## src/design/bft_pkg.sv

```systemverilog
// bft_pkg: shared types, codes and defaults for the breadth-first traversal unit
// used by every module of the block but bft_ram; depends on nothing
`default_nettype none

package bft_pkg;

    // default sizes of the graph storage
    localparam int BFT_VERTEX_COUNT = 64;
    localparam int BFT_MAX_DEGREE   = 8;

    // fixed field widths of the item and result beats
    localparam int VERTEX_W = 6;
    localparam int STATUS_W = 2;

    // item opcodes
    localparam logic OP_ADD_EDGE = 1'b0;
    localparam logic OP_TRAVERSE = 1'b1;

    // result status codes
    localparam logic [STATUS_W-1:0] STATUS_STORED  = 2'd0;
    localparam logic [STATUS_W-1:0] STATUS_DROPPED = 2'd1;
    localparam logic [STATUS_W-1:0] STATUS_VISITED = 2'd2;

    typedef struct packed {
        logic                opcode;
        logic [VERTEX_W-1:0] source_vertex;
        logic [VERTEX_W-1:0] target_vertex;
    } bft_item_t;

    typedef struct packed {
        logic [VERTEX_W-1:0] visited_vertex;
        logic [STATUS_W-1:0] status;
        logic                last;
    } bft_result_t;

    typedef enum logic [3:0] {
        S_CLEAR,
        S_IDLE,
        S_DISPATCH,
        S_ADD_DONE,
        S_VIS_CLR,
        S_SEED,
        S_POP,
        S_VERTEX,
        S_DEGREE,
        S_NB_READ,
        S_NB_DATA,
        S_NB_CHECK,
        S_EMIT
    } bft_state_t;

    // controller to datapath
    typedef struct packed {
        logic ld_item;
        logic cnt_clear;
        logic cnt_inc;
        logic deg_wr_zero;
        logic vis_wr_zero;
        logic deg_rd_src;
        logic add_commit;
        logic emit_add;
        logic seed;
        logic q_rd;
        logic ld_v;
        logic ld_deg;
        logic nb_rd;
        logic vis_rd;
        logic vis_commit;
        logic emit_vis;
    } bft_cmd_t;

    // datapath to controller
    typedef struct packed {
        logic cnt_last;
        logic is_traverse;
        logic start_ok;
        logic add_ok;
        logic nb_done;
        logic q_empty;
        logic out_free;
    } bft_sts_t;

endpackage

`default_nettype wire

```

## src/design/bft_ram.sv

```systemverilog
// bft_ram: generic single-write, single-read memory with registered read data
// no package dependency
`default_nettype none

module bft_ram #(
    parameter int WIDTH = 8,
    parameter int DEPTH = 64,
    localparam int AW = (DEPTH > 1) ? $clog2(DEPTH) : 1
) (
    input  logic             clk,
    input  logic             wr_en,
    input  logic [AW-1:0]    wr_addr,
    input  logic [WIDTH-1:0] wr_data,
    input  logic             rd_en,
    input  logic [AW-1:0]    rd_addr,
    output logic [WIDTH-1:0] rd_data
);

    logic [WIDTH-1:0] mem_reg [DEPTH];
    logic [WIDTH-1:0] rd_data_reg;

    // write port and registered read port
    always_ff @(posedge clk)
    begin
        if (wr_en)
        begin
            mem_reg[wr_addr] <= wr_data;
        end
        if (rd_en)
        begin
            rd_data_reg <= mem_reg[rd_addr];
        end
    end

    assign rd_data = rd_data_reg;

endmodule

`default_nettype wire

```

## src/design/bft_ctrl.sv

```systemverilog
// bft_ctrl: sequencing state machine of the traversal unit
// depends on bft_pkg (state enum, command and status structs)
`default_nettype none

module bft_ctrl import bft_pkg::*; (
    input  logic     clk,
    input  logic     rst_n,
    input  logic     item_valid,
    output logic     item_stall,
    input  bft_sts_t sts,
    output bft_cmd_t cmd
);

    bft_state_t state_reg;
    bft_state_t state_next;

    // state register
    always_ff @(posedge clk or negedge rst_n)
    begin
        if (!rst_n)
        begin
            state_reg <= S_CLEAR;
        end
        else
        begin
            state_reg <= state_next;
        end
    end

    // next state and commands
    always_comb
    begin
        state_next = state_reg;
        cmd        = '0;
        item_stall = 1'b1;
        case (state_reg)
            S_CLEAR:
            begin
                // zero the degree counts, one vertex a cycle
                cmd.deg_wr_zero = 1'b1;
                cmd.cnt_inc     = 1'b1;
                if (sts.cnt_last)
                begin
                    state_next = S_IDLE;
                end
            end
            S_IDLE:
            begin
                item_stall = 1'b0;
                if (item_valid)
                begin
                    cmd.ld_item = 1'b1;
                    state_next  = S_DISPATCH;
                end
            end
            S_DISPATCH:
            begin
                cmd.deg_rd_src = 1'b1;
                cmd.cnt_clear  = 1'b1;
                if (!sts.is_traverse)
                begin
                    state_next = S_ADD_DONE;
                end
                else if (sts.start_ok)
                begin
                    state_next = S_VIS_CLR;
                end
                else
                begin
                    state_next = S_IDLE;
                end
            end
            S_ADD_DONE:
            begin
                if (sts.out_free)
                begin
                    cmd.emit_add   = 1'b1;
                    cmd.add_commit = sts.add_ok;
                    state_next     = S_IDLE;
                end
            end
            S_VIS_CLR:
            begin
                // wipe visited marks before the walk
                cmd.vis_wr_zero = 1'b1;
                cmd.cnt_inc     = 1'b1;
                if (sts.cnt_last)
                begin
                    state_next = S_SEED;
                end
            end
            S_SEED:
            begin
                cmd.seed   = 1'b1;
                state_next = S_POP;
            end
            S_POP:
            begin
                cmd.q_rd   = 1'b1;
                state_next = S_VERTEX;
            end
            S_VERTEX:
            begin
                cmd.ld_v   = 1'b1;
                state_next = S_DEGREE;
            end
            S_DEGREE:
            begin
                cmd.ld_deg = 1'b1;
                state_next = S_NB_READ;
            end
            S_NB_READ:
            begin
                if (sts.nb_done)
                begin
                    state_next = S_EMIT;
                end
                else
                begin
                    cmd.nb_rd  = 1'b1;
                    state_next = S_NB_DATA;
                end
            end
            S_NB_DATA:
            begin
                cmd.vis_rd = 1'b1;
                state_next = S_NB_CHECK;
            end
            S_NB_CHECK:
            begin
                cmd.vis_commit = 1'b1;
                state_next     = S_NB_READ;
            end
            S_EMIT:
            begin
                // vertex goes out once its neighbors are queued, so last is known
                if (sts.out_free)
                begin
                    cmd.emit_vis = 1'b1;
                    state_next   = sts.q_empty ? S_IDLE : S_POP;
                end
            end
            default:
            begin
                state_next = S_IDLE;
            end
        endcase
    end

endmodule

`default_nettype wire

```

## src/design/bft_dp.sv

```systemverilog
// bft_dp: datapath of the traversal unit: neighbor, degree, visited and queue
// memories, pointers and the result register; depends on bft_pkg and bft_ram
`default_nettype none

module bft_dp import bft_pkg::*; #(
    parameter int VERTEX_COUNT = BFT_VERTEX_COUNT,
    parameter int MAX_DEGREE   = BFT_MAX_DEGREE
) (
    input  logic        clk,
    input  logic        rst_n,
    input  bft_item_t   item,
    output bft_result_t result,
    output logic        result_valid,
    input  logic        result_stall,
    input  bft_cmd_t    cmd,
    output bft_sts_t    sts
);

    localparam int VW = $clog2(VERTEX_COUNT);
    localparam int QW = $clog2(VERTEX_COUNT + 1);
    localparam int DW = $clog2(MAX_DEGREE + 1);
    localparam int NB_DEPTH = VERTEX_COUNT * MAX_DEGREE;
    localparam int AW = (NB_DEPTH > 1) ? $clog2(NB_DEPTH) : 1;

    // latched item
    logic               op_reg;
    logic [VERTEX_W-1:0] src_reg;
    logic [VERTEX_W-1:0] dst_reg;
    // sweep counter, current vertex, degree and neighbor slot
    logic [VW-1:0]      cnt_reg, cnt_next;
    logic [VW-1:0]      v_reg;
    logic [DW-1:0]      deg_reg;
    logic [DW-1:0]      idx_reg, idx_next;
    // queue pointers
    logic [QW-1:0]      head_reg, head_next;
    logic [QW-1:0]      tail_reg, tail_next;
    // result register
    logic               out_valid_reg, out_valid_next;
    bft_result_t        out_reg;

    logic [VW-1:0]      src_idx;
    logic               src_ok;
    logic               dst_ok;
    logic               add_ok;
    logic               q_empty;
    logic               out_free;
    logic               enqueue;

    logic               deg_wr_en;
    logic [VW-1:0]      deg_wr_addr;
    logic [DW-1:0]      deg_wr_data;
    logic [VW-1:0]      deg_rd_addr;
    logic [DW-1:0]      deg_rdata;

    logic [AW-1:0]      nb_wr_addr;
    logic [AW-1:0]      nb_rd_addr;
    logic [VW-1:0]      nb_rdata;

    logic               vis_wr_en;
    logic [VW-1:0]      vis_wr_addr;
    logic               vis_rdata;

    logic [VW-1:0]      q_wr_addr;
    logic [VW-1:0]      q_wr_data;
    logic [VW-1:0]      q_rdata;

    // range checks and flags
    assign src_idx  = VW'(src_reg);
    assign src_ok   = 32'(src_reg) < VERTEX_COUNT;
    assign dst_ok   = 32'(dst_reg) < VERTEX_COUNT;
    assign add_ok   = src_ok && dst_ok && (deg_rdata != DW'(MAX_DEGREE));
    assign q_empty  = head_reg == tail_reg;
    assign out_free = !out_valid_reg || !result_stall;
    // stored edges are range checked on entry, so only the mark matters here
    assign enqueue  = cmd.vis_commit && !vis_rdata;

    assign sts.cnt_last    = cnt_reg == VW'(VERTEX_COUNT - 1);
    assign sts.is_traverse = op_reg == OP_TRAVERSE;
    assign sts.start_ok    = src_ok;
    assign sts.add_ok      = add_ok;
    assign sts.nb_done     = idx_reg == deg_reg;
    assign sts.q_empty     = q_empty;
    assign sts.out_free    = out_free;

    // degree counts
    assign deg_wr_en   = cmd.deg_wr_zero || cmd.add_commit;
    assign deg_wr_addr = cmd.deg_wr_zero ? cnt_reg : src_idx;
    assign deg_wr_data = cmd.deg_wr_zero ? '0 : DW'(deg_rdata + 1'b1);
    assign deg_rd_addr = cmd.deg_rd_src ? src_idx : q_rdata;

    bft_ram #(.WIDTH(DW), .DEPTH(VERTEX_COUNT)) u_deg_ram (
        .clk     (clk),
        .wr_en   (deg_wr_en),
        .wr_addr (deg_wr_addr),
        .wr_data (deg_wr_data),
        .rd_en   (cmd.deg_rd_src || cmd.ld_v),
        .rd_addr (deg_rd_addr),
        .rd_data (deg_rdata)
    );

    // neighbor lists, one row of MAX_DEGREE slots per vertex
    assign nb_wr_addr = AW'(AW'(src_idx) * AW'(MAX_DEGREE)) + AW'(deg_rdata);
    assign nb_rd_addr = AW'(AW'(v_reg) * AW'(MAX_DEGREE)) + AW'(idx_reg);

    bft_ram #(.WIDTH(VW), .DEPTH(NB_DEPTH)) u_nb_ram (
        .clk     (clk),
        .wr_en   (cmd.add_commit),
        .wr_addr (nb_wr_addr),
        .wr_data (VW'(dst_reg)),
        .rd_en   (cmd.nb_rd),
        .rd_addr (nb_rd_addr),
        .rd_data (nb_rdata)
    );

    // visited marks
    assign vis_wr_en   = cmd.vis_wr_zero || cmd.seed || enqueue;
    assign vis_wr_addr = cmd.vis_wr_zero ? cnt_reg : (cmd.seed ? src_idx : nb_rdata);

    bft_ram #(.WIDTH(1), .DEPTH(VERTEX_COUNT)) u_vis_ram (
        .clk     (clk),
        .wr_en   (vis_wr_en),
        .wr_addr (vis_wr_addr),
        .wr_data (!cmd.vis_wr_zero),
        .rd_en   (cmd.vis_rd),
        .rd_addr (nb_rdata),
        .rd_data (vis_rdata)
    );

    // pending vertex queue
    assign q_wr_addr = cmd.seed ? '0 : tail_reg[VW-1:0];
    assign q_wr_data = cmd.seed ? src_idx : nb_rdata;

    bft_ram #(.WIDTH(VW), .DEPTH(VERTEX_COUNT)) u_queue_ram (
        .clk     (clk),
        .wr_en   (cmd.seed || enqueue),
        .wr_addr (q_wr_addr),
        .wr_data (q_wr_data),
        .rd_en   (cmd.q_rd),
        .rd_addr (head_reg[VW-1:0]),
        .rd_data (q_rdata)
    );

    // counter and pointer next values
    always_comb
    begin
        cnt_next  = cnt_reg;
        idx_next  = idx_reg;
        head_next = head_reg;
        tail_next = tail_reg;
        if (cmd.cnt_clear)
        begin
            cnt_next = '0;
        end
        else if (cmd.cnt_inc)
        begin
            cnt_next = VW'(cnt_reg + 1'b1);
        end
        if (cmd.ld_deg)
        begin
            idx_next = '0;
        end
        else if (cmd.vis_commit)
        begin
            idx_next = DW'(idx_reg + 1'b1);
        end
        if (cmd.seed)
        begin
            head_next = '0;
            tail_next = QW'(1);
        end
        else
        begin
            if (cmd.q_rd)
            begin
                head_next = QW'(head_reg + 1'b1);
            end
            if (enqueue)
            begin
                tail_next = QW'(tail_reg + 1'b1);
            end
        end
    end

    // result valid next value
    always_comb
    begin
        out_valid_next = out_valid_reg;
        if (cmd.emit_add || cmd.emit_vis)
        begin
            out_valid_next = 1'b1;
        end
        else if (!result_stall)
        begin
            out_valid_next = 1'b0;
        end
    end

    // control registers
    always_ff @(posedge clk or negedge rst_n)
    begin
        if (!rst_n)
        begin
            cnt_reg       <= '0;
            head_reg      <= '0;
            tail_reg      <= '0;
            out_valid_reg <= 1'b0;
        end
        else
        begin
            cnt_reg       <= cnt_next;
            head_reg      <= head_next;
            tail_reg      <= tail_next;
            out_valid_reg <= out_valid_next;
        end
    end

    // payload registers
    always_ff @(posedge clk)
    begin
        if (cmd.ld_item)
        begin
            op_reg  <= item.opcode;
            src_reg <= item.source_vertex;
            dst_reg <= item.target_vertex;
        end
        if (cmd.ld_v)
        begin
            v_reg <= q_rdata;
        end
        if (cmd.ld_deg)
        begin
            deg_reg <= deg_rdata;
        end
        idx_reg <= idx_next;
        if (cmd.emit_add)
        begin
            out_reg.visited_vertex <= '0;
            out_reg.status         <= add_ok ? STATUS_STORED : STATUS_DROPPED;
            out_reg.last           <= 1'b1;
        end
        else if (cmd.emit_vis)
        begin
            out_reg.visited_vertex <= VERTEX_W'(v_reg);
            out_reg.status         <= STATUS_VISITED;
            out_reg.last           <= q_empty;
        end
    end

    assign result       = out_reg;
    assign result_valid = out_valid_reg;

endmodule

`default_nettype wire

```

## src/design/breadth_first_traversal_unit.sv

```systemverilog
// Breadth-first traversal unit. After reset the block holds item_stall high
// while it zeroes the per-vertex degree counts. An add-edge item then
// yields one beat (stored or dropped). A traverse item first wipes the
// visited marks one vertex a cycle, then for each visited vertex pops the
// queue and loads the vertex and its degree, and for each outgoing edge
// reads the neighbor and then its visited mark: the neighbor and
// visited-mark memories, each with a single read port, are read one after
// the other for every edge. One beat per visited vertex, the last one marked.
// Results sit in an output register, so the next vertex is expanded while a
// beat waits; the walk holds at the next emit until the waiting beat leaves.
// top level: joins bft_ctrl and bft_dp; depends on bft_pkg
`default_nettype none

module breadth_first_traversal_unit import bft_pkg::*; #(
    parameter int VERTEX_COUNT = BFT_VERTEX_COUNT,
    parameter int MAX_DEGREE   = BFT_MAX_DEGREE
) (
    input  logic        clk,
    input  logic        rst_n,
    input  logic        item_valid,
    output logic        item_stall,
    input  bft_item_t   item,
    output logic        result_valid,
    input  logic        result_stall,
    output bft_result_t result
);

    bft_cmd_t cmd;
    bft_sts_t sts;

    // sequencer
    bft_ctrl u_ctrl (
        .clk        (clk),
        .rst_n      (rst_n),
        .item_valid (item_valid),
        .item_stall (item_stall),
        .sts        (sts),
        .cmd        (cmd)
    );

    // memories, pointers and result register
    bft_dp #(
        .VERTEX_COUNT (VERTEX_COUNT),
        .MAX_DEGREE   (MAX_DEGREE)
    ) u_dp (
        .clk          (clk),
        .rst_n        (rst_n),
        .item         (item),
        .result       (result),
        .result_valid (result_valid),
        .result_stall (result_stall),
        .cmd          (cmd),
        .sts          (sts)
    );

endmodule

`default_nettype wire

```

## config.mk

```make
export PLATFORM = sky130hd
export DESIGN_NAME = breadth_first_traversal_unit
export DESIGN_NICKNAME = d
export VERILOG_FILES = /design/src/design/bft_pkg.sv /design/src/design/bft_ram.sv /design/src/design/bft_ctrl.sv /design/src/design/bft_dp.sv /design/src/design/breadth_first_traversal_unit.sv
export SDC_FILE = /design/constraint.sdc
export NUM_CORES = 2
export LEC_CHECK = 0
export ABC_AREA = 1
export BUFFER_PORTS_ARGS = -buffer_cell sky130_fd_sc_hd__buf_2
export CAP_MARGIN = 20
export CORE_UTILIZATION = 34
export DETAILED_ROUTE_END_ITERATION = 7
export GPL_ROUTABILITY_DRIVEN = 0
export REMOVE_ABC_BUFFERS = 1
export SYNTH_ARGS = -nofsm -noshare
export SYNTH_HDL_FRONTEND = slang
export SYNTH_HIERARCHICAL = 1
export SYNTH_SLANG_ARGS = --single-unit
```

## constraint.sdc

```tcl
create_clock -name clk -period 10.57 [get_ports clk]
set_input_delay 1.057 -clock clk [delete_from_list [all_inputs] [get_ports clk]]
set_output_delay 1.057 -clock clk [all_outputs]
set_load 0.01 [all_outputs]
```

==> results.md <==
* Post-Layout Cell Count at ~20000
* Row count at 250
* DR pass1 iterations at 6
* Area Overhead vs Synth at 11.0%
* Worst-path cell chain: buf_12, buf_4, buf_4, nand2_1, nand3_1, nand3_1, nand3_1, nand3_1, nand3_1, nand3_1, nand3_1, nand3_1, nand2_1
* P_leak at 60.0 nW
* Worst Skew at ~130 ps
* CTS Buf Count at 391
* Post-Syn Area at roughly 0.16 mm^2
* Crit path required time at ~11000 ps
* Final instance area at approximately 0.18 mm^2
* Wire per inst at between 20 and 25 um
* Layout Nets at roughly 13000
* Number of port buffers at 27
* Sequential power share at 0.433
* RSZ-0062 raised after global routing: false
* # setup viols final at 0
* H-tree depth at 5
* Reg2reg start: u_dp/idx_reg[0]
* Int Pwr at about 28 mW
* Worst EP arrival at 6250 ps
* Gr ovfl total at 0
* Placed inst area at around 0.16 mm^2
* Number of routed nets with antenna violations at 0
* Post-placement cell count at between 15000 and 20000
* Avg Inst Size Synth at 11.6 um^2
* Post-synthesis register bit count at between 3000 and 4000
* Clock power share at 0.331
* Largest net degree at the start of global routing at about 250
* Gate power share at 0.236
* Most frequent CP cell: nand3_1
* Final Hold Viols at 0
* CTS Buffer Depth at 4
* # IOs at 28
* Chip width at between 600 and 700 um
* CTS clk-pin slew, worst paths at about 60 ps
* Fill count at 44400
* Dpl ws at roughly 5400 ps
* Gr usage total at 0.179
* Max Fclk at around 0.19 GHz
* CTS root buffer: clkbuf_16
* Crit path from: u_dp/idx_reg[0]
* Final Cycle Share at 0.508
* Final HPWL DP at approximately 240 mm
* Peak supply drop at between 0.2 and 0.25 mV
* Critical path class: flop to flop
* Vias at between 100k and 150k
* Vias in the first global route at ~99000
* Crit path largest cell delay at 910 ps
* Drt via density at around 5.2
* Sink Count at a little under 4000
* CTS tree: built
* Worst skew pair latency at between 1000 and 1500 ps
* Post-Synthesis Cells at 13700
* Netlist cell types at 40
* CP endpoint kind: flop
* DRT iter0 DRCs at around 12000
* Seq/Total Area, Yosys at 0.727
* Cts repair resizes at 0
* CP max-delay cell: dfxtp_4
* Tightest Hold Check Type: input port to asynchronous set/reset pin
* Layout cells sized above 1 at 0.0591
* Tightest Pin Transition at between 1000 and 1500 ps
* Post CTS Setup Buffer Count at 0
* Max-cap viol count at 0
* Die footprint at roughly 0.47 mm^2
* Min cycle time layout at between 5000 and 6000 ps
* Sw power at 13.5 mW
* Synth warn at 6
* Final number of max-transition violations at 0
* Status: finished, final reports clean
* First-pass GRT wire length at roughly 650 mm
* Residual DRC at 0
* Crit path max fanout at 199
* Die H at between 600 and 700 um
* Max FFs per register at a little over 3000
* Initial Util at 0.342
* Relative slew slack at 0.143
* Sw frac at 0.328
* Initial antenna violation count at 12
* Final WS setup at ~5200 ps
* Core area at 0.465 mm^2
* P per Cell Area at 234 mW/mm^2
* Cts hold-fix bufs at 0
* Critical Path Source Type: flop
* Hold WS at about 100 ps
* Post-Route WL at roughly 440 mm
-- worst max-delay path: cells and delay by family, from the launching register on --
family / cells / cell delay [ps]
buffers and inverters: 3 / 2400
flip-flops: 1 / 910
AND/OR/NAND/NOR: 10 / 1480
-- power groups by stage --
| stage | Clock (mW) | Sequential [mW] | Combinational [mW] |
|---|---|---|---|
| finish | 13.6 | 17.8 | 9.74 |
| global route | 14.4 | 17.9 | 10.7 |
| CTS | 13.9 | 17.8 | 9.72 |
| detailed placement | 0 | 18.2 | 9.70 |
| global placement | 0 | 18.2 | 9.62 |
| floorplan | 0 | 19.2 | 6.45 |
-- cells in the final DEF (no fill, tap or decap), types with 16 or more instances in the layout --
master and n:
nand2_1 4111, edfxtp_1 3818, nand3_1 3694, nor2_1 737, clkbuf_16 394, buf_4 160
inv_1 123, clkinv_1 110, clkbuf_1 93, clkinv_2 53, bufinv_16 34, buf_2 27
o21ai_0 27, nand4_1 25, dfrtp_1 22, nor4_1 21, nand2_4 16
-- final timing paths --
| kind | to | slack [ps] | cells after the start |
|---|---|---|---|
| max | u_dp/u_nb_ram/rd_data[3] | 5210 | 13 |
| min | u_dp/result_valid | 100 | 1 |
| max reg2reg | u_dp/u_nb_ram/rd_data[3] | 5210 | 13 |
| min reg2reg | u_dp/result[7] | 460 | 2 |
| max in group asynchronous | u_dp/head_reg[1] | 9940 | 1 |
| min in group clk | u_dp/src_idx[4] | 250 | 1 |
-- cell families (layout without fill, tap and decap cells) --
kind of cell	count (synthesis)	in the layout	synth area share
xor+xnor	17	17	0.000937
compound gates	63	63	0.00210
buf+inv	1065	1070	0.0342
fa+ha+maj	10	10	0.000788
other cells	1	10	0.0000236
simple gates	8647	8647	0.235
flops	3854	3854	0.727
-- cells in the mapped netlist (all sizes together) --
cell type	n	area share
nor4	21	0.00083
a22o	4	0.00022
nand4	25	0.00098
nor3	18	0.00057
nor2	749	0.018
nand3b	1	0.000047
clkinv	5	0.00013
nand2	4132	0.098
a31oi	1	0.000039
conb	1	0.000024
dfrtp	25	0.0039
xnor2	4	0.00022
or2	2	0.000079
clkbuf	172	0.0041
nor3b	2	0.000094
nand3	3697	0.12
edfxtp	3818	0.72
dfxtp	11	0.0014
a21oi	17	0.00054
buf	748	0.027
o21ai	40	0.0013
ha	10	0.00079
inv	140	0.0034
xor2	13	0.00072
a211oi	1	0.000047
-- stage by stage --
stage          setup TNS, ps  power (mW)   util
5_1_grt                    0        43.0  0.380
6_report                   0        41.2  0.380
3_5_place_dp               0        27.9  0.353
4_1_cts                    0        41.4  0.380
3_3_place_gp               0        27.8  0.352
2_1_floorplan        -646980        25.6      -
-- cell type report --
class	instances	area [um^2]	share of cell area
inverter	145	599	0.00340
multi-input combinational	8738	38300	0.217
sequential	3854	116000	0.655
tap	6174	7720	0.0438
antenna	9	22.5	0.000128
timing repair buffer	205	1720	0.00975
clock buffer	491	10300	0.0582
clock inverter	229	2240	0.0127
-- routing by layer --
layer	routed length, um	vias to the layer above	GRT usage
li1	-	47600	-
met3	33700	765	0.0259
met4	16000	4	0.0633
met5	27	-	0
met1	182000	51200	0.246
met2	205000	4249	0.292
No activity file was read; power rests on OpenSTA's default activity.
